## src/rtl/ple_pkg.sv

```systemverilog
// Shared types and codes for the positional list engine.
// Used by every module under rtl/; depends on nothing.
`timescale 1ns / 1ps

package ple_pkg;

  localparam int unsigned CAPACITY_DEF = 128;
  localparam int unsigned VAL_W        = 32;
  localparam int unsigned GROUP        = 8;
  localparam int unsigned GROUP_W      = 3;

  localparam logic [1:0] OP_INSERT = 2'd0;
  localparam logic [1:0] OP_DELETE = 2'd1;
  localparam logic [1:0] OP_FIND   = 2'd2;
  localparam logic [1:0] OP_READ   = 2'd3;

  localparam logic [1:0] ST_DONE      = 2'd0;
  localparam logic [1:0] ST_FULL      = 2'd1;
  localparam logic [1:0] ST_BAD_POS   = 2'd2;
  localparam logic [1:0] ST_NOT_FOUND = 2'd3;

  typedef struct packed {
    logic [1:0]              operation;
    logic [7:0]              position;
    logic signed [VAL_W-1:0] value;
  } in_t;

  typedef struct packed {
    logic [1:0]              status;
    logic [7:0]              match_position;
    logic signed [VAL_W-1:0] read_value;
    logic [7:0]              list_length;
  } out_t;

  typedef struct packed {
    logic ins;
    logic del;
    logic find;
    logic rd;
  } cell_ctrl_t;

endpackage

```

## src/rtl/ple_group.sv

```systemverilog
// First-hit select over one group of cells, registered.
// Depends on ple_pkg.
`timescale 1ns / 1ps

module ple_group (
  input  logic                                         clk_i,
  input  logic                                         en_i,
  input  logic [ple_pkg::GROUP-1:0]                    hit_i,
  input  logic [ple_pkg::GROUP-1:0][ple_pkg::VAL_W-1:0] val_i,
  output logic                                         any_o,
  output logic [ple_pkg::GROUP_W-1:0]                  loc_o,
  output logic [ple_pkg::VAL_W-1:0]                    val_o
);

  logic                        any_q, any_d;
  logic [ple_pkg::GROUP_W-1:0] loc_q, loc_d;
  logic [ple_pkg::VAL_W-1:0]   val_q, val_d;

  always_comb begin
    any_d = 1'b0;
    loc_d = '0;
    val_d = '0;
    for (int i = ple_pkg::GROUP - 1; i >= 0; i--) begin
      if (hit_i[i]) begin
        any_d = 1'b1;
        loc_d = ple_pkg::GROUP_W'(i);
        val_d = val_i[i];
      end
    end
  end

  always_ff @(posedge clk_i) begin
    if (en_i) begin
      any_q <= any_d;
      loc_q <= loc_d;
      val_q <= val_d;
    end
  end

  assign any_o = any_q;
  assign loc_o = loc_q;
  assign val_o = val_q;

endmodule

```

## config.mk

```make
export PLATFORM = sky130hd
export DESIGN_NAME = ple_group
export DESIGN_NICKNAME = d
export VERILOG_FILES = /design/src/rtl/ple_pkg.sv /design/src/rtl/ple_group.sv
export SDC_FILE = /design/constraint.sdc
export NUM_CORES = 1
export LEC_CHECK = 0
export ABC_AREA = 1
export BUFFER_PORTS_ARGS = -buffer_cell sky130_fd_sc_hd__buf_2
export CORE_MARGIN = 3
export CORE_UTILIZATION = 30
export DETAILED_ROUTE_END_ITERATION = 12
export PLACE_DENSITY = 0.72
export SETUP_SLACK_MARGIN = 0.1
export SLEW_MARGIN = 20
export SYNTH_ARGS = -nofsm -noshare
export SYNTH_HDL_FRONTEND = slang
export SYNTH_SLANG_ARGS = --single-unit
```

## constraint.sdc

```tcl
create_clock -name clk_i -period 2.9 [get_ports clk_i]
set_clock_uncertainty 0.05 [all_clocks]
set_input_delay 0.145 -clock clk_i [delete_from_list [all_inputs] [get_ports clk_i]]
set_output_delay 0.145 -clock clk_i [all_outputs]
set_load 0.02 [all_outputs]
```

==> impl_metrics.env, run 1 <==
export IMPL_start_util=0.309
export IMPL_track_usage=0.238
export IMPL_cp_arrival_ns=1.96
export IMPL_drtAntennaViolNets=0
export IMPL_cap_violations=0
export IMPL_cts_path_max_buffers=2
export IMPL_critPathLaunchType="input pin"
export IMPL_fin_crit_ns=1.98
export IMPL_path_class="in2reg"
export IMPL_grt_overflow=0
export IMPL_synth_warning_count=0
export IMPL_via_per_inst=4.86
export IMPL_clkSinkCount=36
export IMPL_cp_max_fo=34
export IMPL_sw_frac_of_total=0.335
export IMPL_postCtsSetupRepairBufs=0
export IMPL_gp_congestion=0.965
export IMPL_die_h_um=118
export IMPL_ys_seq_area_frac=0.289
export IMPL_stdcell_count=1097
export IMPL_power_leakage_uw=0.00300
export IMPL_htree_levels=2
export IMPL_grt_max_degree=45
export IMPL_crit_buf_inv=3
export IMPL_die_area_um2=13900
export IMPL_path_cells="buf_2, inv_1, buf_4, nand3_1, nand2_1, nand2_1, nand2_1, nand2_1, nand2_1, nand2_1, nand2_1"
export IMPL_drc_errors=0
export IMPL_path_clk_slew_ns=0.07
export IMPL_via_count=5336
export IMPL_status="completed"
export IMPL_hold_viol_final=0
export IMPL_rsz0062_at_grt="false"
export IMPL_final_util=0.451
export IMPL_drtIter0Drc=395
export IMPL_yosysUniqueCellTypes=19
export IMPL_busiest_layer="met2"
export IMPL_fp_coreArea_um2=12100
export IMPL_p_int_uw=1320
export IMPL_critPathSlowestCell="inv_1"
export IMPL_holdBufCountCts=0
export IMPL_cts_buffers_inserted=5
export IMPL_drt_total_wl_um=17700
export IMPL_io_pins=302
export IMPL_ir_worst_vdd_uv=216
export IMPL_nNetsFinal=1194
export IMPL_grt_pass1_wl_um=26500
export IMPL_fillers=1329
export IMPL_grt_pass1_vias=5092
export IMPL_dp_worst_setup_slack_ns=0.650
export IMPL_dr_pass1_iters=6
export IMPL_final_common_cell="nand2_1"
export IMPL_min_period_over_period=0.681
export IMPL_p_switching_uw=666
export IMPL_antenna_found_initial=0
export IMPL_ys_seq_elements=36
export IMPL_synthesis_area_um2=3750
export IMPL_port_buffers=301
export IMPL_cts_resized=0
export IMPL_use_met1=0.276
export IMPL_slew_headroom=0.416
export IMPL_setup_tns_final_ns=0
export IMPL_synth_async_sr_flop_share=0
export IMPL_wire_per_inst_um=16.1
export IMPL_slew_violations=0
export IMPL_timing_final_ws_setup_ns=0.925
export IMPL_postSynthCellCount=662
export IMPL_p_comb_frac=0.352
export IMPL_critPathMostFrequentCell="nand2_1"
export IMPL_layout_common_cells="320 x nand2_1, 301 x buf_2, 112 x nor2_1"
export IMPL_dp_cells=1089
export IMPL_diodes=0
export IMPL_cellPowerDensity_nw_per_um2=365
export IMPL_cp_required_ns=2.88
export IMPL_endpoint_kind="register"
export IMPL_synth_fp_nets=928
export IMPL_worst_slew_pin_slew_ns=0.876
export IMPL_synth_edf_count=36
export IMPL_cp_top_family="buffers and inverters"
export IMPL_syn_area_per_cell_um2=5.66
export IMPL_p_seq_frac=0.326
export IMPL_cts_tree="yes"
export IMPL_fp_dieW_um=118
export IMPL_synth_flop_cell="edfxtp_1"
export IMPL_grtUsageMet3=0.0567
export IMPL_dpl_hpwl_um=13900
export IMPL_p_clk_frac=0.323
export IMPL_use_met2=0.429
export IMPL_cts_root_buf="clkbuf_16"
export IMPL_cpPeakStageDelay_ns=0.53
export IMPL_area_growth_pct=45.7
export IMPL_fp_row_count=40
export IMPL_setup_violations_final=0
export IMPL_hold_class="in2reg"
export IMPL_max_freq_mhz=506
export IMPL_drive_above_1_share=0.364
==> layer usage <==
metal  wire length (µm)  share of wire
met4                552          0.031
met3               1660          0.094
met1               6800           0.38
met2               8680           0.49
met5                  0              0
==> path summary, 6_finish.rpt <==
path / start / end / slack (ns) / depth (start not counted)
max: hit_i[6] / val_o[0] / 0.92 / 11
min: val_i[20] / val_o[20] / 0.08 / 3
==> power by group through the flow <==
stage	Sequential, µW	Combinational, µW	Clock, µW
finish	648	700	642
global route	653	772	679
CTS	649	700	651
detailed placement	660	696	0
global placement	659	698	0
floorplan	726	307	0
==> logic make-up after synthesis <==
group	synth area share
simple gates	0.514
compound gates	0.120
flops	0.289
buf+inv	0.0772
==> synth_stat cells (2+ instances only) <==
cell type / n / area, µm²
buf_2: 18 / 90.1
a31oi_1: 21 / 131
clkinv_1: 2 / 7.51
clkbuf_1: 25 / 93.8
a21oi_1: 46 / 230
buf_4: 4 / 30.0
nand2_1: 320 / 1200
nor3_1: 2 / 10.0
nor2_2: 18 / 113
edfxtp_1: 36 / 1080
nand3_1: 34 / 170
nor2_1: 112 / 420
buf_6: 4 / 45.0
inv_1: 5 / 18.8
a22oi_1: 11 / 82.6
==> state kept, by name (all words and copies together) (netlist names) <==
signal	cells
any_o	1
loc_o	3
val_o	32
==> through the flow <==
step	hold slack, ns	cell area [µm²]	power (µW)
5_1_grt	0.0889	5460	2100
3_3_place_gp	0.367	5290	1360
6_report	0.0781	5460	1990
4_1_cts	0.0765	5460	2000
2_1_floorplan	0.207	3750	1030
3_5_place_dp	0.371	5290	1360
==> cell type report <==
cell class | instances | area [µm²] | area share
timing repair buffer | 311 | 1590 | 0.292
tap | 168 | 210 | 0.0385
sequential | 36 | 1080 | 0.198
clock inverter | 3 | 46.3 | 0.00848
multi-input combinational | 567 | 2380 | 0.435
inverter | 7 | 26.3 | 0.00481
clock buffer | 5 | 125 | 0.0229
(Power assumes the default switching activity.)
==> run 2, diff against run 1 <==
ABC_AREA = 0   (was 1)
CORE_AREA = 3 3 117 119   (was unset)
CORE_MARGIN = unset   (was 3)
CORE_UTILIZATION = unset   (was 30)
DIE_AREA = 0 0 120 122   (was unset)
PLACE_DENSITY = 0.64   (was 0.72)
clock period = 2.05 ns   (was 2.9 ns; I/O delays follow)
==> run 2 against run 1 <==
- flip-flop and latch count unchanged
- clock power is 34% higher
- die area increased by 5.6%
- largest power group is now registers
- highest routed layer is now met5
- wire length decreased by 2.8%
==> impl_metrics.env, run 2 <==
export IMPL_status="completed"
export IMPL_postCtsSetupRepairBufs=0
export IMPL_ir_worst_vdd_uv=345
export IMPL_hold_class="in2reg"
export IMPL_min_period_over_period=0.721
export IMPL_slew_headroom=0.340
export IMPL_cp_max_fo=20
export IMPL_cts_resized=0
export IMPL_die_h_um=122
export IMPL_cp_arrival_ns=1.44
export IMPL_antenna_found_initial=6
export IMPL_stdcell_count=791
export IMPL_layout_common_cells="301 x buf_2, 36 x edfxtp_1, 31 x a221oi_1"
export IMPL_timing_final_ws_setup_ns=0.572
export IMPL_p_clk_frac=0.328
export IMPL_fp_coreArea_um2=12700
export IMPL_cts_buffers_inserted=5
export IMPL_postSynthCellCount=332
export IMPL_wl_met3_um=1520
export IMPL_io_pins=302
export IMPL_synth_most_common_cell="edfxtp_1"
export IMPL_largest_reg_flops=32
export IMPL_hold_start="val_i[51]"
export IMPL_synth_cells_most_frequent="36 x edfxtp_1, 31 x a221oi_1, 28 x nand2_1"
export IMPL_critPathLaunchType="input pin"
export IMPL_ys_seq_area_frac=0.362
export IMPL_worst_slew_pin_slew_ns=0.988
export IMPL_grt_overflow=0
export IMPL_cts_root_buf="clkbuf_16"
export IMPL_endpoint_kind="register"
export IMPL_final_common_cell="buf_2"
export IMPL_nNetsFinal=880
export IMPL_synthesis_area_um2=2990
export IMPL_grt_pass1_vias=4294
export IMPL_multi_input_area_um2=1710
export IMPL_p_int_uw=1830
export IMPL_fin_area_um2=4800
export IMPL_dpl_hpwl_um=13900
export IMPL_power_leakage_uw=0.00216
export IMPL_fillers=1333
export IMPL_p_seq_frac=0.350
export IMPL_clkSinkCount=36
export IMPL_yosys_area_top_type_share=0.362
export IMPL_via_count=4276
export IMPL_holdPathStages=3
export IMPL_port_buffers=301
export IMPL_grt_pass1_wl_um=24200
export IMPL_whs_endpoint="val_o[19]"
export IMPL_synth_fp_nets=598
export IMPL_synth_area_leader_cell="edfxtp_1"
export IMPL_highest_layer="met5"
export IMPL_start_util=0.236
export IMPL_yosysUniqueCellTypes=33
export IMPL_synth_flop_cell="edfxtp_1"
export IMPL_cp_required_ns=2.01
export IMPL_cap_violations=0
export IMPL_area_growth_pct=60.6
export IMPL_dp_cells=779
export IMPL_regArea_um2=1080
export IMPL_path_clk_slew_ns=0.06
export IMPL_grt_max_degree=27
export IMPL_max_freq_mhz=677
export IMPL_dp_worst_setup_slack_ns=0.284
export IMPL_path_class="in2reg"
export IMPL_track_usage=0.216
export IMPL_fp_row_count=41
export IMPL_drt_total_wl_um=17200
export IMPL_rsz0062_at_grt="false"
export IMPL_die_area_um2=14600
export IMPL_gp_congestion=1.01
export IMPL_hold_viol_final=0
export IMPL_placed_area_um2=4620
export IMPL_wl_met1_um=6690
export IMPL_synth_edf_count=36
export IMPL_htree_levels=2
export IMPL_syn_area_per_cell_um2=9.00
export IMPL_ys_seq_elements=36
export IMPL_fp_dieW_um=120
export IMPL_cts_tree="yes"
export IMPL_p_switching_uw=793
export IMPL_holdBufCountCts=0
export IMPL_fin_crit_ns=1.48
export IMPL_drtIter0Drc=404
export IMPL_met2_wirelength_um=8590
export IMPL_synth_warning_count=0
export IMPL_setup_tns_final_ns=0
export IMPL_cellPowerDensity_nw_per_um2=547
export IMPL_p_comb_frac=0.322
export IMPL_synthTopCellsByArea="edfxtp_1 36%, a221oi_1 9.1%, a221o_1 6.7%"
export IMPL_dr_pass1_iters=5
export IMPL_via_per_inst=5.41
export IMPL_cts_path_max_buffers=2
export IMPL_slew_violations=0
export IMPL_wire_per_inst_um=21.7
export IMPL_sw_frac_of_total=0.302
export IMPL_synth_async_sr_flop_share=0
export IMPL_drtAntennaViolNets=0
export IMPL_hold_worst_slack_ns=0.0939
export IMPL_drc_errors=0
export IMPL_setup_violations_final=0
export IMPL_drive_above_1_share=0.528
[run 2: layout make-up]
type                            count  area share
Antenna cell                        4     0.00209
Clock buffer                        5      0.0261
Clock inverter                      3     0.00782
Inverter                            2     0.00156
Multi-Input combinational cell    254       0.356
Sequential cell                    36       0.225
Tap cell                          172      0.0449
Timing Repair Buffer              315       0.336
[run 2: power by group through the flow]
stage                     sequential (µW)  clock (µW)  combinational [µW]
after global routing                  927         916                 908
after floorplan                      1030           0                 286
after global placement                935           0                 834
final                                 920         861                 845
after CTS                             922         883                 844
after detailed placement              936           0                 842
[run 2: critical path, cell delays in order]
cell       delay (ns)
buf_2            0.28
or2b_1           0.58
o2111ai_1        0.35
a21oi_1          0.11
[run 2: through the flow]
stage          power [µW]  utilization
2_1_floorplan        1320            -
4_1_cts              2650        0.378
3_5_place_dp         1780        0.365
6_report             2630        0.379
5_1_grt              2750        0.379
3_3_place_gp         1770        0.365
[run 2: how the worst max path moves through the flow]
| stage | startpoint | depth (start not counted) | slack, ns | endpoint |
|---|---|---|---|---|
| final | hit_i[5] | 4 | 0.57 | val_o[18] |
| after global routing | hit_i[2] | 4 | 0.43 | val_o[14] |
| after CTS | hit_i[5] | 4 | 0.58 | val_o[18] |
| after detailed placement | hit_i[5] | 4 | 0.28 | val_o[18] |
| after global placement | hit_i[2] | 4 | 0.31 | val_o[1] |
| after floorplan | hit_i[4] | 6 | 0.72 | val_o[10] |
[run 2: kinds of logic after synthesis]
logic type,count (synthesis),share of synthesized area
and+or+nand+nor,78,0.139
AOI/OAI and AO/OA,176,0.432
buffers and inverters,42,0.0670
DFF,36,0.362
[run 2: layer usage]
layer,GRT usage,up-vias
met5,0,-
met4,0.0644,4
met3,0.0515,28
met2,0.370,276
met1,0.270,2027
li1,-,1941
==> run 3, diff against run 2 <==
clock period = 1.4 ns   (was 2.05 ns; I/O delays follow)
==> run 3 against run 2 <==
- worst setup slack lost 0.37 ns
- die area unchanged
- sequential share of layout area fell by 0.75 points
- flip-flop and latch count stayed put
- via count rose by 0.84%
- cell count grew 1.8%
- non-clock buffer count is 18 higher
- first-iteration DRC count fell by 7.7%
- total power rose by 42%
- sequential power is 47% higher
- critical path depth grew 1
==> impl_metrics.env, run 3 (synthesis results as in run 2) <==
export IMPL_min_period_over_period=0.852
export IMPL_nNetsFinal=898
export IMPL_p_int_uw=2550
export IMPL_drtAntennaViolNets=0
export IMPL_fp_row_count=41
export IMPL_cts_tree="yes"
export IMPL_cts_path_max_buffers=2
export IMPL_cp_arrival_ns=1.16
export IMPL_whs_endpoint="val_o[3]"
export IMPL_busiest_layer="met2"
export IMPL_grt_pass1_vias=4367
export IMPL_fillers=1309
export IMPL_stdcell_count=805
export IMPL_fp_coreArea_um2=12700
export IMPL_fin_area_um2=4960
export IMPL_wire_per_inst_um=20.9
export IMPL_hold_start="val_i[35]"
export IMPL_cpPeakStageDelay_ns=0.38
export IMPL_cap_violations=0
export IMPL_slew_violations=0
export IMPL_clkSinkCount=36
export IMPL_use_met2=0.379
export IMPL_postCtsSetupRepairBufs=0
export IMPL_start_util=0.236
export IMPL_path_class="in2reg"
export IMPL_sw_frac_of_total=0.317
export IMPL_cts_buffers_inserted=5
export IMPL_grtUsageMet3=0.0497
export IMPL_gp_congestion=0.961
export IMPL_use_met1=0.263
export IMPL_p_clk_frac=0.294
export IMPL_placed_area_um2=4810
export IMPL_setup_violations_final=0
export IMPL_drtIter0Drc=373
export IMPL_critPathSlowestCell="or2_4"
export IMPL_via_count=4312
export IMPL_drc_errors=0
export IMPL_dr_pass1_iters=7
export IMPL_final_common_cell="buf_2"
export IMPL_rsz0062_at_grt="false"
export IMPL_cp_max_fo=21
export IMPL_total_power_uw=3740
export IMPL_path_clk_slew_ns=0.06
export IMPL_status="completed"
export IMPL_die_h_um=122
export IMPL_worst_slew_pin_slew_ns=0.582
export IMPL_grt_overflow=0
export IMPL_cp_required_ns=1.37
export IMPL_track_usage=0.214
export IMPL_p_seq_frac=0.360
export IMPL_crit_start="hit_i[5]"
export IMPL_holdPathStages=3
export IMPL_hold_class="in2reg"
export IMPL_via_per_inst=5.36
export IMPL_grt_pass1_wl_um=24200
export IMPL_fin_crit_ns=1.19
export IMPL_layout_common_cells="301 x buf_2, 36 x edfxtp_1, 31 x a221oi_1"
export IMPL_antenna_found_initial=0
export IMPL_hold_viol_final=0
export IMPL_cts_root_buf="clkbuf_16"
export IMPL_cellPowerDensity_nw_per_um2=753
export IMPL_io_pins=302
export IMPL_dp_cells=797
export IMPL_drt_total_wl_um=16900
export IMPL_drive_above_1_share=0.550
export IMPL_grt_max_degree=26
export IMPL_max_freq_mhz=838
export IMPL_slew_headroom=0.611
export IMPL_p_comb_frac=0.346
export IMPL_endpoint_kind="register"
export IMPL_dpl_hpwl_um=13500
export IMPL_p_switching_uw=1180
export IMPL_path_cells="buf_2, or2_4, a221o_1, o2111ai_1, a21oi_1"
export IMPL_ir_worst_vdd_uv=414
export IMPL_die_area_um2=14600
export IMPL_largest_reg_flops=32
export IMPL_htree_levels=2
export IMPL_power_leakage_uw=0.00226
export IMPL_area_growth_pct=66.1
export IMPL_diodes=0
export IMPL_critPathLaunchType="input pin"
export IMPL_fp_dieW_um=120
export IMPL_port_buffers=301
[run 3: worst max path at each step]
stage / cells past startpoint / to / slack (ns)
finish: 5 / val_o[2] / 0.21
detailed placement: 4 / val_o[31] / -0.25
floorplan: 6 / val_o[10] / 0.11
CTS: 4 / val_o[20] / 0.12
global route: 6 / val_o[2] / 0.14
global placement: 4 / val_o[31] / -0.18
[run 3: power by group through the flow]
| stage | combinational, µW | sequential, µW | clock (µW) |
|---|---|---|---|
| 3_5_place_dp | 1280 | 1370 | 0 |
| 6_report | 1290 | 1350 | 1100 |
| 3_3_place_gp | 1270 | 1370 | 0 |
| 2_1_floorplan | 421 | 1510 | 0 |
| 4_1_cts | 1290 | 1350 | 1120 |
| 5_1_grt | 1400 | 1360 | 1160 |
[run 3: stage by stage]
step,setup WS [ns],util,TNS [ns],hold WS (ns)
finish,0.207,0.392,0,0.0610
global route,0.137,0.392,0,0.0754
CTS,0.125,0.391,0,0.0528
detailed placement,-0.246,0.380,-4.52,0.341
global placement,-0.180,0.380,-3.73,0.336
floorplan,0.108,-,0,0.132
[run 3: what timing repair did]
item	CTS	global route
hold buffers	0	0
resized for setup	1	4
setup endpoints to repair	3	27
[run 3: layout make-up]
type / instances / area [µm²] / area share
tap: 172 / 215 / 0.0434
clock inverter: 3 / 13.8 / 0.00277
timing repair buffer: 333 / 1800 / 0.362
clock buffer: 5 / 125 / 0.0252
sequential: 36 / 1080 / 0.218
inverter: 2 / 7.51 / 0.00151
multi-input combinational: 254 / 1720 / 0.347
[run 3: metal layers]
layer / routed length (µm) / vias up / share of wire
li1: - / 1973 / -
met5: 0 / - / 0
met1: 6460 / 2033 / 0.38
met2: 8490 / 275 / 0.50
met4: 364 / 0 / 0.022
met3: 1540 / 31 / 0.091
[run 3: worst max-delay path: cells and delay by family]
family	cells	cell delay [ns]
buffers and inverters	1	0.17
AND/OR/NAND/NOR	1	0.38
AO/OA/AOI/OAI	3	0.53
