==> config.mk <==
export PLATFORM = sky130hd
export DESIGN_NAME = ple_cell
export DESIGN_NICKNAME = d
export VERILOG_FILES = /design/src/rtl/ple_pkg.sv /design/src/rtl/ple_cell.sv
export SDC_FILE = /design/constraint.sdc
export NUM_CORES = 1
export LEC_CHECK = 0
export BUFFER_PORTS_ARGS = -buffer_cell sky130_fd_sc_hd__buf_2
export CAP_MARGIN = 30
export CORE_AREA = 4 4 88 90
export CTS_CLUSTER_DIAMETER = 120
export CTS_CLUSTER_SIZE = 16
export DETAILED_ROUTE_END_ITERATION = 7
export DIE_AREA = 0 0 92 94
export GPL_ROUTABILITY_DRIVEN = 0
export SLEW_MARGIN = 10
export SYNTH_ARGS = -nofsm -noshare
export SYNTH_HDL_FRONTEND = slang
export SYNTH_SLANG_ARGS = --single-unit
==> constraint.sdc <==
create_clock -name clk_i -period 3.1 [get_ports clk_i]
set_input_delay 0.62 -clock clk_i [delete_from_list [all_inputs] [get_ports clk_i]]
set_output_delay 0.62 -clock clk_i [all_outputs]
set_load 0.01 [all_outputs]
==> src/rtl/ple_pkg.sv <==
// Shared types and codes for the positional list engine.
// Used by every module under rtl/; depends on nothing.
`timescale 1ns / 1ps

package ple_pkg;

  localparam int unsigned CAPACITY_DEF = 128;
  localparam int unsigned VAL_W        = 32;
  localparam int unsigned GROUP        = 8;
  localparam int unsigned GROUP_W      = 3;

  localparam logic [1:0] OP_INSERT = 2'd0;
  localparam logic [1:0] OP_DELETE = 2'd1;
  localparam logic [1:0] OP_FIND   = 2'd2;
  localparam logic [1:0] OP_READ   = 2'd3;

  localparam logic [1:0] ST_DONE      = 2'd0;
  localparam logic [1:0] ST_FULL      = 2'd1;
  localparam logic [1:0] ST_BAD_POS   = 2'd2;
  localparam logic [1:0] ST_NOT_FOUND = 2'd3;

  typedef struct packed {
    logic [1:0]              operation;
    logic [7:0]              position;
    logic signed [VAL_W-1:0] value;
  } in_t;

  typedef struct packed {
    logic [1:0]              status;
    logic [7:0]              match_position;
    logic signed [VAL_W-1:0] read_value;
    logic [7:0]              list_length;
  } out_t;

  typedef struct packed {
    logic ins;
    logic del;
    logic find;
    logic rd;
  } cell_ctrl_t;

endpackage

==> src/rtl/ple_cell.sv <==
// One list entry: shifts with its neighbors on insert/delete, flags a hit.
// Depends on ple_pkg.
`timescale 1ns / 1ps

module ple_cell #(
  parameter int unsigned IDX = 0,
  parameter int unsigned IW  = 7,
  parameter int unsigned CW  = 8
) (
  input  logic                             clk_i,
  input  ple_pkg::cell_ctrl_t              ctrl_i,
  input  logic [IW-1:0]                    idx_i,
  input  logic [CW-1:0]                    cnt_i,
  input  logic signed [ple_pkg::VAL_W-1:0] value_i,
  input  logic signed [ple_pkg::VAL_W-1:0] prev_i,
  input  logic signed [ple_pkg::VAL_W-1:0] next_i,
  output logic signed [ple_pkg::VAL_W-1:0] ent_o,
  output logic                             hit_o
);

  localparam logic [IW-1:0] MY_IDX = IW'(IDX);
  localparam logic [CW-1:0] MY_CNT = CW'(IDX);

  logic signed [ple_pkg::VAL_W-1:0] ent_q, ent_d;

  always_comb begin
    ent_d = ent_q;
    if (ctrl_i.ins) begin
      if (MY_IDX == idx_i) begin
        ent_d = value_i;
      end else if (MY_IDX > idx_i) begin
        ent_d = prev_i;
      end
    end else if (ctrl_i.del) begin
      if (MY_IDX >= idx_i) begin
        ent_d = next_i;
      end
    end
  end

  always_ff @(posedge clk_i) begin
    ent_q <= ent_d;
  end

  assign ent_o = ent_q;
  assign hit_o = (ctrl_i.rd && (MY_IDX == idx_i)) ||
                 (ctrl_i.find && (MY_CNT < cnt_i) && (ent_q == value_i));

endmodule

==> results by group, run 1 <==
Route
  • Iter 0 DRT Violations: 45
  • Initial DRT Pass Iterations: 4
  • Final WL: 5957 um
  • Vias per std cell: 4.435
  • Residual DRC count: 0
  • Number of vias in the routed layout: 1,938
  • Routed Antenna Nets: 0
  • Routed WL per cell: 13.63 um

Pwr
  • P_leak: 1.529 nW
  • Power per cell area: 315.5 nW/um^2
  • VDD IR max: 0.0001396 V

Worst setup path
  • Worst path arrival time: 1.91 ns
  • CP required: 2.48 ns
  • Crit path capture: hit_o
  • Setup crit start: value_i[18]
  • Crit Path Class: in -> out
  • Critical Path Start Type: input port
  • Critical Path Fanout Max: 2
  • Critical Path Sink Type: primary output

Clocking
  • H-tree levels: 2
  • CTS Sinks: 32
  • Num CTS Buffers: 5
  • CTS tree: built
  • CTS Hold Bufs: 0
  • CTS max path bufs: 2
  • Root cell of the clock tree: clkbuf_8
  • Clock-pin slew on the worst setup and hold paths: 0.06 ns
  • Post-CTS setup buffers: 0
  • CTS resizes: 0

STA
  • Min cycle time layout: 2.533 ns
  • Max Fclk: 394.7 MHz
  • Final setup viols: 0
  • Fin. Hold Viols: 0
  • Unrepaired setup endpoints after global routing: no
  • Slew Limit Fails: 0
  • Period utilization: 81.72%
  • Relative slew margins: 59.49%
  • Setup TNS: 0 ns
  • Worst Setup Slack, final: 0.5666 ns
  • Worst slew pin tran: 0.6077 ns

Die
  • Die Y: 94 um
  • Core Area: 7059 sq um
  • Num ports: 149
  • Std-Cell Rows: 31
  • Initial Util: 28.86%
  • DIE WIDTH: 92 um
  • Die area: 8648 sq um

Synthesis
  • Yosys top cell by area: edfxtp_1
  • Syn Nets: 307
  • Synth warn: 0
  • Count of mapped cells out of synthesis: 191
  • Sequential area share after synthesis: 47.17%
  • FF+latch count, synth: 32
  • Synthesized area per cell: 10.66 sq um
  • Area contributors post-synth: edfxtp_1, mux2i_1, xor2_1, a21oi_1, nor2_1
  • Syn Std Cell Area: 2037 sq um
  • Synth unique cells: 16
  • Yosys top cell area share: 47.17%

Global route
  • All-Layer GR Usage: 13.57%
  • First-pass GRT wire length: 9177 um
  • Pin count of the biggest net entering global routing: 65
  • Vias in the first global route: 1,887
  • Gr ovfl total: 0
  • Initial antenna violation count: 1

Finish
  • Most frequent cells in the layout: buf_2, nor2_1, mux2i_1, a21oi_1, edfxtp_1
  • Area Overhead vs Synth: 44.72%
  • Share of cells above drive strength 1: 47.34%
  • Max reg flops: 32
  • Commonest non-fill, non-tap cell in the layout: buf_2
  • Final #Nets: 456
  • # diodes: 0

Status
  • Status: completed

Placed design
  • HPWL Detailed: 4813 um
  • Port Buffers: 148
  • Place WS: 0.4937 ns

Min path
  • HP Class: in -> reg

Job
  • Max_cap viols: 0
[metrics by stage]
| step | area (sq um) | total power [mW] | instances | hold slack [ns] | utilization [%] |
|---|---|---|---|---|---|
| floorplan | 2037 | 0.5628 | 191 | 0.8456 | - |
| global placement | 2879 | 0.6575 | 432 | 0.9377 | 40.78 |
| detailed placement | 2879 | 0.6612 | 432 | 0.9479 | 40.78 |
| CTS | 2948 | 0.9493 | 437 | 0.6536 | 41.76 |
| global route | 2948 | 0.9869 | 437 | 0.6669 | 41.76 |
| finish | 2948 | 0.9301 | 437 | 0.6636 | 41.76 |
[worst min path at each step]
stage | startpoint | end | slack (ns) | depth (start not counted)
finish | next_i[8] | ent_o[8]$_DFFE_PP_ | 0.66 | 3
global route | next_i[28] | ent_o[28]$_DFFE_PP_ | 0.67 | 3
CTS | next_i[15] | ent_o[15]$_DFFE_PP_ | 0.65 | 3
detailed placement | next_i[15] | ent_o[15]$_DFFE_PP_ | 0.95 | 3
global placement | next_i[8] | ent_o[8]$_DFFE_PP_ | 0.94 | 3
floorplan | next_i[0] | ent_o[0]$_DFFE_PP_ | 0.85 | 2
[routing by layer]
layer / track usage, % / vias to the layer above / routed length (um) / part of all wire, %
li1: - / 994 / - / -
met2: 23.78 / 80 / 2973 / 50
met1: 16.28 / 854 / 2421 / 41
met5: 0 / - / 13 / 0.22
met3: 4.087 / 8 / 493 / 8.3
met4: 3.342 / 2 / 55 / 0.92
[logic make-up after synthesis]
logic type / share of synthesized area, %
xor gates and xnor gates: 13.76
DFF: 47.17
buffers and inverters: 2.949
and+or+nand+nor: 12.16
muxes: 15.72
AOI/OAI and AO/OA: 8.231
[synthesized netlist by cell type (all sizes together)]
cell    count
o31ai       1
xor2       31
clkbuf      7
nand4       2
mux2i      32
nor4       10
a21oi      32
nand3       2
xnor2       1
nor2       34
nor3        2
buf         3
nand2       2
edfxtp     32
[worst max-delay path: stages]
cell     delay (ns)
buf_2          0.11
xor2_1         0.15
nor4_1         0.53
nand3_1        0.14
o31ai_1        0.20
buf_2          0.16
[final cells by class]
cell class,count,area [sq um]
fillers,755,4111
multi-input cells,149,1023
flip-flops and latches,32,960.9
repair buffers,152,770.7
well taps,99,123.9
clock buffers,5,68.82
[report_power, final]
part	internal, mW	leakage (nW)	switching, mW
clock	0.144	0.0359	0.137
combinational	0.0892	1.19	0.0762
sequential	0.482	0.298	0.00140
Note: power is estimated with default switching activity, not from simulation.
==> inputs of run 2 (changes only) <==
--- a/config.mk
+++ b/config.mk
@@ -5,13 +5,14 @@
 export SDC_FILE = /design/constraint.sdc
 export NUM_CORES = 1
 export LEC_CHECK = 0
+export ABC_AREA = 1
 export BUFFER_PORTS_ARGS = -buffer_cell sky130_fd_sc_hd__buf_2
 export CAP_MARGIN = 30
-export CORE_AREA = 4 4 88 90
+export CORE_AREA = 4 4 92 94
 export CTS_CLUSTER_DIAMETER = 120
 export CTS_CLUSTER_SIZE = 16
 export DETAILED_ROUTE_END_ITERATION = 7
-export DIE_AREA = 0 0 92 94
+export DIE_AREA = 0 0 96 98
 export GPL_ROUTABILITY_DRIVEN = 0
 export SLEW_MARGIN = 10
 export SYNTH_ARGS = -nofsm -noshare
==> constraint.sdc (replaced) <==
create_clock -name clk_i -period 2.09 [get_ports clk_i]
set_input_delay 0.418 -clock clk_i [delete_from_list [all_inputs] [get_ports clk_i]]
set_output_delay 0.418 -clock clk_i [all_outputs]
set_load 0.01 [all_outputs]
==> run 2 against run 1 <==
Effect of this change: sequential power grew 48%; critical path depth up 2; die area rose by 8.8%; synthesized cell count increased by 75%; clock-buffer cell count up 2; utilization is 0.81 points higher; sequential share of layout area decreased by 3.1 points; clock power up 66%; global-route usage is 2.7 points higher; largest cell class unchanged; highest routed layer is now met4.
==> results by group, run 2 <==
Synthesis
  • Area contributors post-synth: edfxtp_1, nand2_1, nor2_1, o21ai_0, inv_1 (was edfxtp_1, mux2i_1, xor2_1, a21oi_1, nor2_1)
  • Synthesized area per cell: 6.771 sq um (was 10.66 sq um)
  • Async set-reset flop share out of synthesis: 0% (unchanged)
  • Yosys top cell area share: 42.36% (was 47.17%)
  • Syn Std Cell Area: 2268 sq um (was 2037 sq um)
  • FF+latch count, synth: 32 (unchanged)
  • Yosys top cell by area: edfxtp_1 (unchanged)
  • Most used DFF post-synth: edfxtp_1 (unchanged)
  • Syn Nets: 451 (was 307)
  • Synth warn: 0 (unchanged)
  • Count of mapped cells out of synthesis: 335 (was 191)
  • Synth unique cells: 16 (unchanged)
  • Post-synth top cells: nand2_1, nor2_1, inv_1, o21ai_0, edfxtp_1 (was nor2_1, a21oi_1, edfxtp_1, mux2i_1, xor2_1)
  • Number of synthesized flops with an enable pin: 32 (unchanged)
  • Cell with the most instances after synthesis: nand2_1 (was nor2_1)
  • Sequential area share after synthesis: 42.36% (was 47.17%)

Worst setup path
  • Crit Path Class: reg -> out (was in -> out)
  • Worst path bufs/invs: 1 (was 2)
  • CP Cell Sequence: xnor2_2, nand2_1, nor2_1, nand2_1, nor2_1, nand3_1, nand2_1, buf_2 (was buf_2, xor2_1, nor4_1, nand3_1, o31ai_1, buf_2)
  • CP required: 1.67 ns (was 2.48 ns)
  • Critical Path Fanout Max: 2 (unchanged)
  • Critical path's slowest cell: edfxtp_1 (was nor4_1)
  • Kind of cell adding the most delay to the critical path: simple AND/OR/NAND/NOR gates (unchanged)
  • Critical path's most frequent cell: nand2_1 (was buf_2)
  • Critical Path Sink Type: primary output (unchanged)
  • Worst path arrival time: 1.58 ns (was 1.91 ns)
  • Critical Path Start Type: flop (was input port)
  • Largest stage delay, worst path: 0.43 ns (was 0.53 ns)

Pwr
  • VDD IR max: 0.0001947 V (was 0.0001396 V)
  • P_leak: 1.696 nW (was 1.529 nW)
  • Power per cell area: 446.3 nW/um^2 (was 315.5 nW/um^2)

Finish
  • # diodes: 0 (unchanged)
  • Area Overhead vs Synth: 43.52% (was 44.72%)
  • Non-filler cells, final: 590 (was 437)
  • Final #Nets: 603 (was 456)
  • Number of fill cells: 834 (was 755)
  • Most frequent cells in the layout: buf_2, nand2_1, nor2_1 (was buf_2, nor2_1, mux2i_1, a21oi_1, edfxtp_1)
  • Max reg flops: 32 (unchanged)
  • Share of cells above drive strength 1: 34.63% (was 47.34%)
  • Commonest non-fill, non-tap cell in the layout: buf_2 (unchanged)

Die
  • Core Area: 7647 sq um (was 7059 sq um)
  • Die area: 9408 sq um (was 8648 sq um)
  • Die Y: 98 um (was 94 um)
  • Std-Cell Rows: 32 (was 31)
  • DIE WIDTH: 96 um (was 92 um)
  • Num ports: 149 (unchanged)
  • Initial Util: 29.66% (was 28.86%)

STA
  • Max Fclk: 500.1 MHz
  • Slew Limit Fails: 0 (unchanged)
  • Unrepaired setup endpoints after global routing: yes (was no)
  • Relative slew margins: 57.93% (was 59.49%)
  • Min cycle time layout: 2.000 ns
  • Worst Setup Slack, final: 0.09033 ns (was 0.5666 ns)
  • Fin. Hold Viols: 0 (unchanged)
  • Period utilization: 95.68%
  • Worst slew pin tran: 0.6303 ns (was 0.6077 ns)
  • Final setup viols: 0 (unchanged)

Clocking
  • CTS tree: built (unchanged)
  • CTS Sinks: 32 (unchanged)
  • Root cell of the clock tree: clkbuf_8 (unchanged)
  • CTS Hold Bufs: 0 (unchanged)
  • H-tree levels: 2 (unchanged)
  • Clock-pin slew on the worst setup and hold paths: 0.07 ns (was 0.06 ns)
  • Num CTS Buffers: 5 (unchanged)
  • CTS max path bufs: 2 (unchanged)

Route
  • Residual DRC count: 0 (unchanged)
  • Number of vias in the routed layout: 2,611 (was 1,938)
  • Vias per std cell: 4.425 (was 4.435)
  • Iter 0 DRT Violations: 119 (was 45)
  • M1 WL: 3118 um (was 2421 um)
  • Met2 WL: 3912 um (was 2973 um)
  • Routed Antenna Nets: 0 (unchanged)
  • Initial DRT Pass Iterations: 4 (unchanged)
  • Routed WL per cell: 13.15 um (was 13.63 um)
  • Final WL: 7756 um (was 5957 um)
  • Met3 wire length: 644 um (was 493 um)
  • DR top layer: met4 (was met5)

Placed design
  • Place WS: 0.1952 ns (was 0.4937 ns)
  • Port Buffers: 148 (unchanged)
  • HPWL Detailed: 6315 um (was 4813 um)
  • Dpl cells: 580 (was 432)

Global route
  • Gr ovfl total: 0 (unchanged)
  • All-Layer GR Usage: 16.28% (was 13.57%)
  • Initial antenna violation count: 0 (was 1)
  • Vias in the first global route: 2,470 (was 1,887)
  • Pin count of the biggest net entering global routing: 25 (was 65)
  • First-pass GRT wire length: 11,720 um (was 9177 um)

Min path
  • HP Class: in -> reg (unchanged)

Status
  • Status: completed (unchanged)

Job
  • Max_cap viols: 0 (unchanged)
[run 2: worst paths after layout]
kind,slack [ns],cells after the start,end,from
hold / removal,0.41,3,ent_o[31]$_DFFE_PP_,next_i[31]
setup / recovery,0.09,8,hit_o,ent_o[29]$_DFFE_PP_
[run 2: logic make-up after synthesis]
logic type	Yosys count	synth area share, %
flops	32	42.36
compound gates	69	15.33
buf+inv	62	10.98
xor+xnor	10	3.861
simple gates	162	27.47
[run 2: metrics by stage]
step | hold WS [ns] | setup TNS [ns] | cell area, sq um | util [%] | total power [mW]
CTS | 0.4011 | 0 | 3223 | 42.15 | 1.472
global route | 0.4169 | -0.003042 | 3256 | 42.57 | 1.533
detailed placement | 0.7029 | 0 | 3143 | 41.10 | 1.000
finish | 0.4117 | 0 | 3256 | 42.57 | 1.453
floorplan | 0.6092 | 0 | 2276 | - | 0.8432
global placement | 0.7037 | 0 | 3128 | 40.90 | 0.9921
[run 2: routing by layer]
metal  up-vias  GRT usage [%]
met5         -              0
met4         0          3.282
met3         8          4.545
met2        97          28.47
met1      1151          19.69
li1       1355              -
[run 2: power by group]
| group | switching, mW | internal [mW] | total, mW |
|---|---|---|---|
| Clock | 0.235 | 0.232 | 0.467 |
| Combinational | 0.134 | 0.135 | 0.269 |
| Sequential | 0.00223 | 0.715 | 0.717 |
[run 2: layout make-up]
cell class	count	area, sq um	area share [%]
tap	102	127.6	3.920
timing repair buffer	157	815.8	25.06
clock buffer	7	76.32	2.344
sequential	32	960.9	29.52
clock inverter	1	3.754	0.1153
inverter	50	187.7	5.765
multi-input combinational	241	1084	33.28
[run 2: repair_timing]
item / in CTS / in global routing
resized for setup: 0 / 4
hold endpoints to repair: 0 / 0
setup endpoints to repair: 0 / 1
setup buffers: 0 / 2
==> inputs of run 3 (changes only) <==
--- a/config.mk
+++ b/config.mk
@@ -8,12 +8,13 @@
 export ABC_AREA = 1
 export BUFFER_PORTS_ARGS = -buffer_cell sky130_fd_sc_hd__buf_2
 export CAP_MARGIN = 30
-export CORE_AREA = 4 4 92 94
+export CORE_AREA = 4 4 109 80
 export CTS_CLUSTER_DIAMETER = 120
 export CTS_CLUSTER_SIZE = 16
 export DETAILED_ROUTE_END_ITERATION = 7
-export DIE_AREA = 0 0 96 98
+export DIE_AREA = 0 0 113 84
 export GPL_ROUTABILITY_DRIVEN = 0
+export RECOVER_POWER = 100
 export SLEW_MARGIN = 10
 export SYNTH_ARGS = -nofsm -noshare
 export SYNTH_HDL_FRONTEND = slang
==> run 3 against run 2 <==
Effect of this change: clock power down 4.3%; maximum frequency is 3.6% higher; critical path depth unchanged; non-clock buffer count did not move; power down 2.0%; cell count down 0.34%; first-iteration DRC count increased by 11%; critical path type unchanged; critical endpoint unchanged; largest cell class unchanged; highest routed layer unchanged.
==> results by group, run 3 (synthesis results as in run 2) <==
STA
  • Worst slew pin tran: 0.7145 ns (was 0.6303 ns)
  • Max Fclk: 518.1 MHz (was 500.1 MHz)
  • Slew Limit Fails: 0 (unchanged)
  • Relative slew margins: 52.32% (was 57.93%)
  • Unrepaired setup endpoints after global routing: no (was yes)
  • Setup TNS: 0 ns (unchanged)
  • Final setup viols: 0 (unchanged)
  • Min cycle time layout: 1.930 ns (was 2.000 ns)
  • Period utilization: 92.35% (was 95.68%)
  • Fin. Hold Viols: 0 (unchanged)

Finish
  • Commonest non-fill, non-tap cell in the layout: buf_2 (unchanged)
  • # diodes: 0 (unchanged)
  • Max reg flops: 32 (unchanged)
  • Layout Utilization: 41.38% (was 42.57%)
  • Multi-input logic area: 1054 sq um (was 1084 sq um)
  • Area occupied by registers: 960.9 sq um (unchanged)
  • Number of fill cells: 838 (was 834)
  • Share of cells above drive strength 1: 27.31% (was 34.63%)
  • Final #Nets: 603 (unchanged)
  • Most frequent cells in the layout: buf_2, nand2_1, o21ai_0 (was buf_2, nand2_1, nor2_1)
  • Area Overhead vs Synth: 39.88% (was 43.52%)

Global route
  • All-Layer GR Usage: 15.86% (was 16.28%)
  • Gr ovfl total: 0 (unchanged)
  • Initial antenna violation count: 0 (unchanged)
  • First-pass GRT wire length: 12,000 um (was 11,720 um)
  • Vias in the first global route: 2,506 (was 2,470)
  • Pin count of the biggest net entering global routing: 34 (was 25)

Die
  • Core Area: 7669 sq um (was 7647 sq um)
  • Std-Cell Rows: 27 (was 32)
  • Die area: 9492 sq um (was 9408 sq um)
  • DIE WIDTH: 113 um (was 96 um)
  • Initial Util: 29.58% (was 29.66%)
  • Num ports: 149 (unchanged)
  • Die Y: 84 um (was 98 um)

Placed design
  • HPWL Detailed: 6333 um (was 6315 um)
  • Port Buffers: 148 (unchanged)

Min path
  • HP Class: in -> reg (unchanged)

Clocking
  • H-tree levels: 2 (unchanged)
  • CTS Sinks: 32 (unchanged)
  • CTS Hold Bufs: 0 (unchanged)
  • CTS tree: built (unchanged)
  • Clock-pin slew on the worst setup and hold paths: 0.07 ns (about the same)
  • Root cell of the clock tree: clkbuf_8 (unchanged)
  • CTS max path bufs: 2 (unchanged)
  • Num CTS Buffers: 5 (unchanged)

Status
  • Status: completed (unchanged)

Route
  • Iter 0 DRT Violations: 132 (was 119)
  • Vias per std cell: 4.449 (was 4.425)
  • Initial DRT Pass Iterations: 4 (unchanged)
  • Routed WL per cell: 13.18 um (was 13.15 um)
  • Routed Antenna Nets: 0 (unchanged)
  • Residual DRC count: 0 (unchanged)
  • Number of vias in the routed layout: 2,616 (was 2,611)
  • Final WL: 7751 um (was 7756 um)

Pwr
  • Power per cell area: 448.6 nW/um^2 (was 446.3 nW/um^2)
  • P_leak: 1.598 nW (was 1.696 nW)
  • VDD IR max: 0.0001800 V (was 0.0001947 V)

Worst setup path
  • Critical Path Sink Type: primary output (unchanged)
  • Worst path arrival time: 1.51 ns (was 1.58 ns)
  • Critical Path Fanout Max: 2 (unchanged)
  • CP required: 1.67 ns (about the same)
  • Critical Path Start Type: flop (unchanged)
  • Crit Path Class: reg -> out (unchanged)

Job
  • Max_cap viols: 0 (unchanged)
run 3: cell count changes in the layout (fill, tap and decap cells not counted), moves of 25 or more:
| cell | before | now |
|---|---|---|
| buf_2 | 148 | 117 |
| clkbuf_1 | 2 | 32 |
| o21ai_0 | 39 | 64 |
| o21ai_1 | 28 | 3 |
run 3: area by class of cell:
| cell class | count | share of cell area [%] |
|---|---|---|
| Tap cell | 101 | 3.983 |
| Clock inverter | 1 | 0.1577 |
| Inverter | 50 | 5.915 |
| Sequential cell | 32 | 30.28 |
| Timing Repair Buffer | 157 | 24.17 |
| Clock buffer | 6 | 2.287 |
| Multi-Input combinational cell | 241 | 33.20 |
run 3: power breakdown:
part	switching (mW)	internal [mW]
logic	0.131	0.128
registers	0.00233	0.715
clock network	0.220	0.226
total	0.354	1.07
run 3: through the flow:
| stage | hold slack [ns] | worst slack [ns] | cell area (sq um) | power [mW] | cells |
|---|---|---|---|---|---|
| 6_report | 0.4231 | 0.1599 | 3173 | 1.423 | 588 |
| 5_1_grt | 0.4202 | 0.004460 | 3173 | 1.504 | 588 |
| 4_1_cts | 0.4142 | 0.06252 | 3224 | 1.455 | 586 |
| 3_5_place_dp | 0.7095 | 0.2341 | 3147 | 0.9994 | 579 |
| 3_3_place_gp | 0.7059 | 0.2311 | 3147 | 0.9946 | 579 |
| 2_1_floorplan | 0.6092 | 0.2657 | 2276 | 0.8432 | 335 |
run 3: worst max-delay path, cell delays in order, from the launching register on:
cell and delay [ns]:
edfxtp_1 0.40, xnor2_1 0.19, nand2_1 0.08, nor2_1 0.10
nand2_1 0.07, nor2_2 0.12, nand3_1 0.09, nand2_1 0.07
buf_2 0.12
run 3: path summary, 6_finish.rpt:
check,from,end,slack (ns),cells past startpoint
max,ent_o[14]$_DFFE_PP_,hit_o,0.16,8
min,next_i[7],ent_o[7]$_DFFE_PP_,0.42,3
run 3: timing repair:
| item | in CTS | in global routing |
|---|---|---|
| setup buffers | 0 | 2 |
| endpoints found under the setup margin | 0 | 1 |
| resized for setup | 0 | 1 |
run 3: metal layers:
layer  part of all wire [%]  track usage (%)
met1                     45            20.60
met2                     45            25.86
met3                    9.9            5.072
met4                   0.72            3.275
met5                      0                0
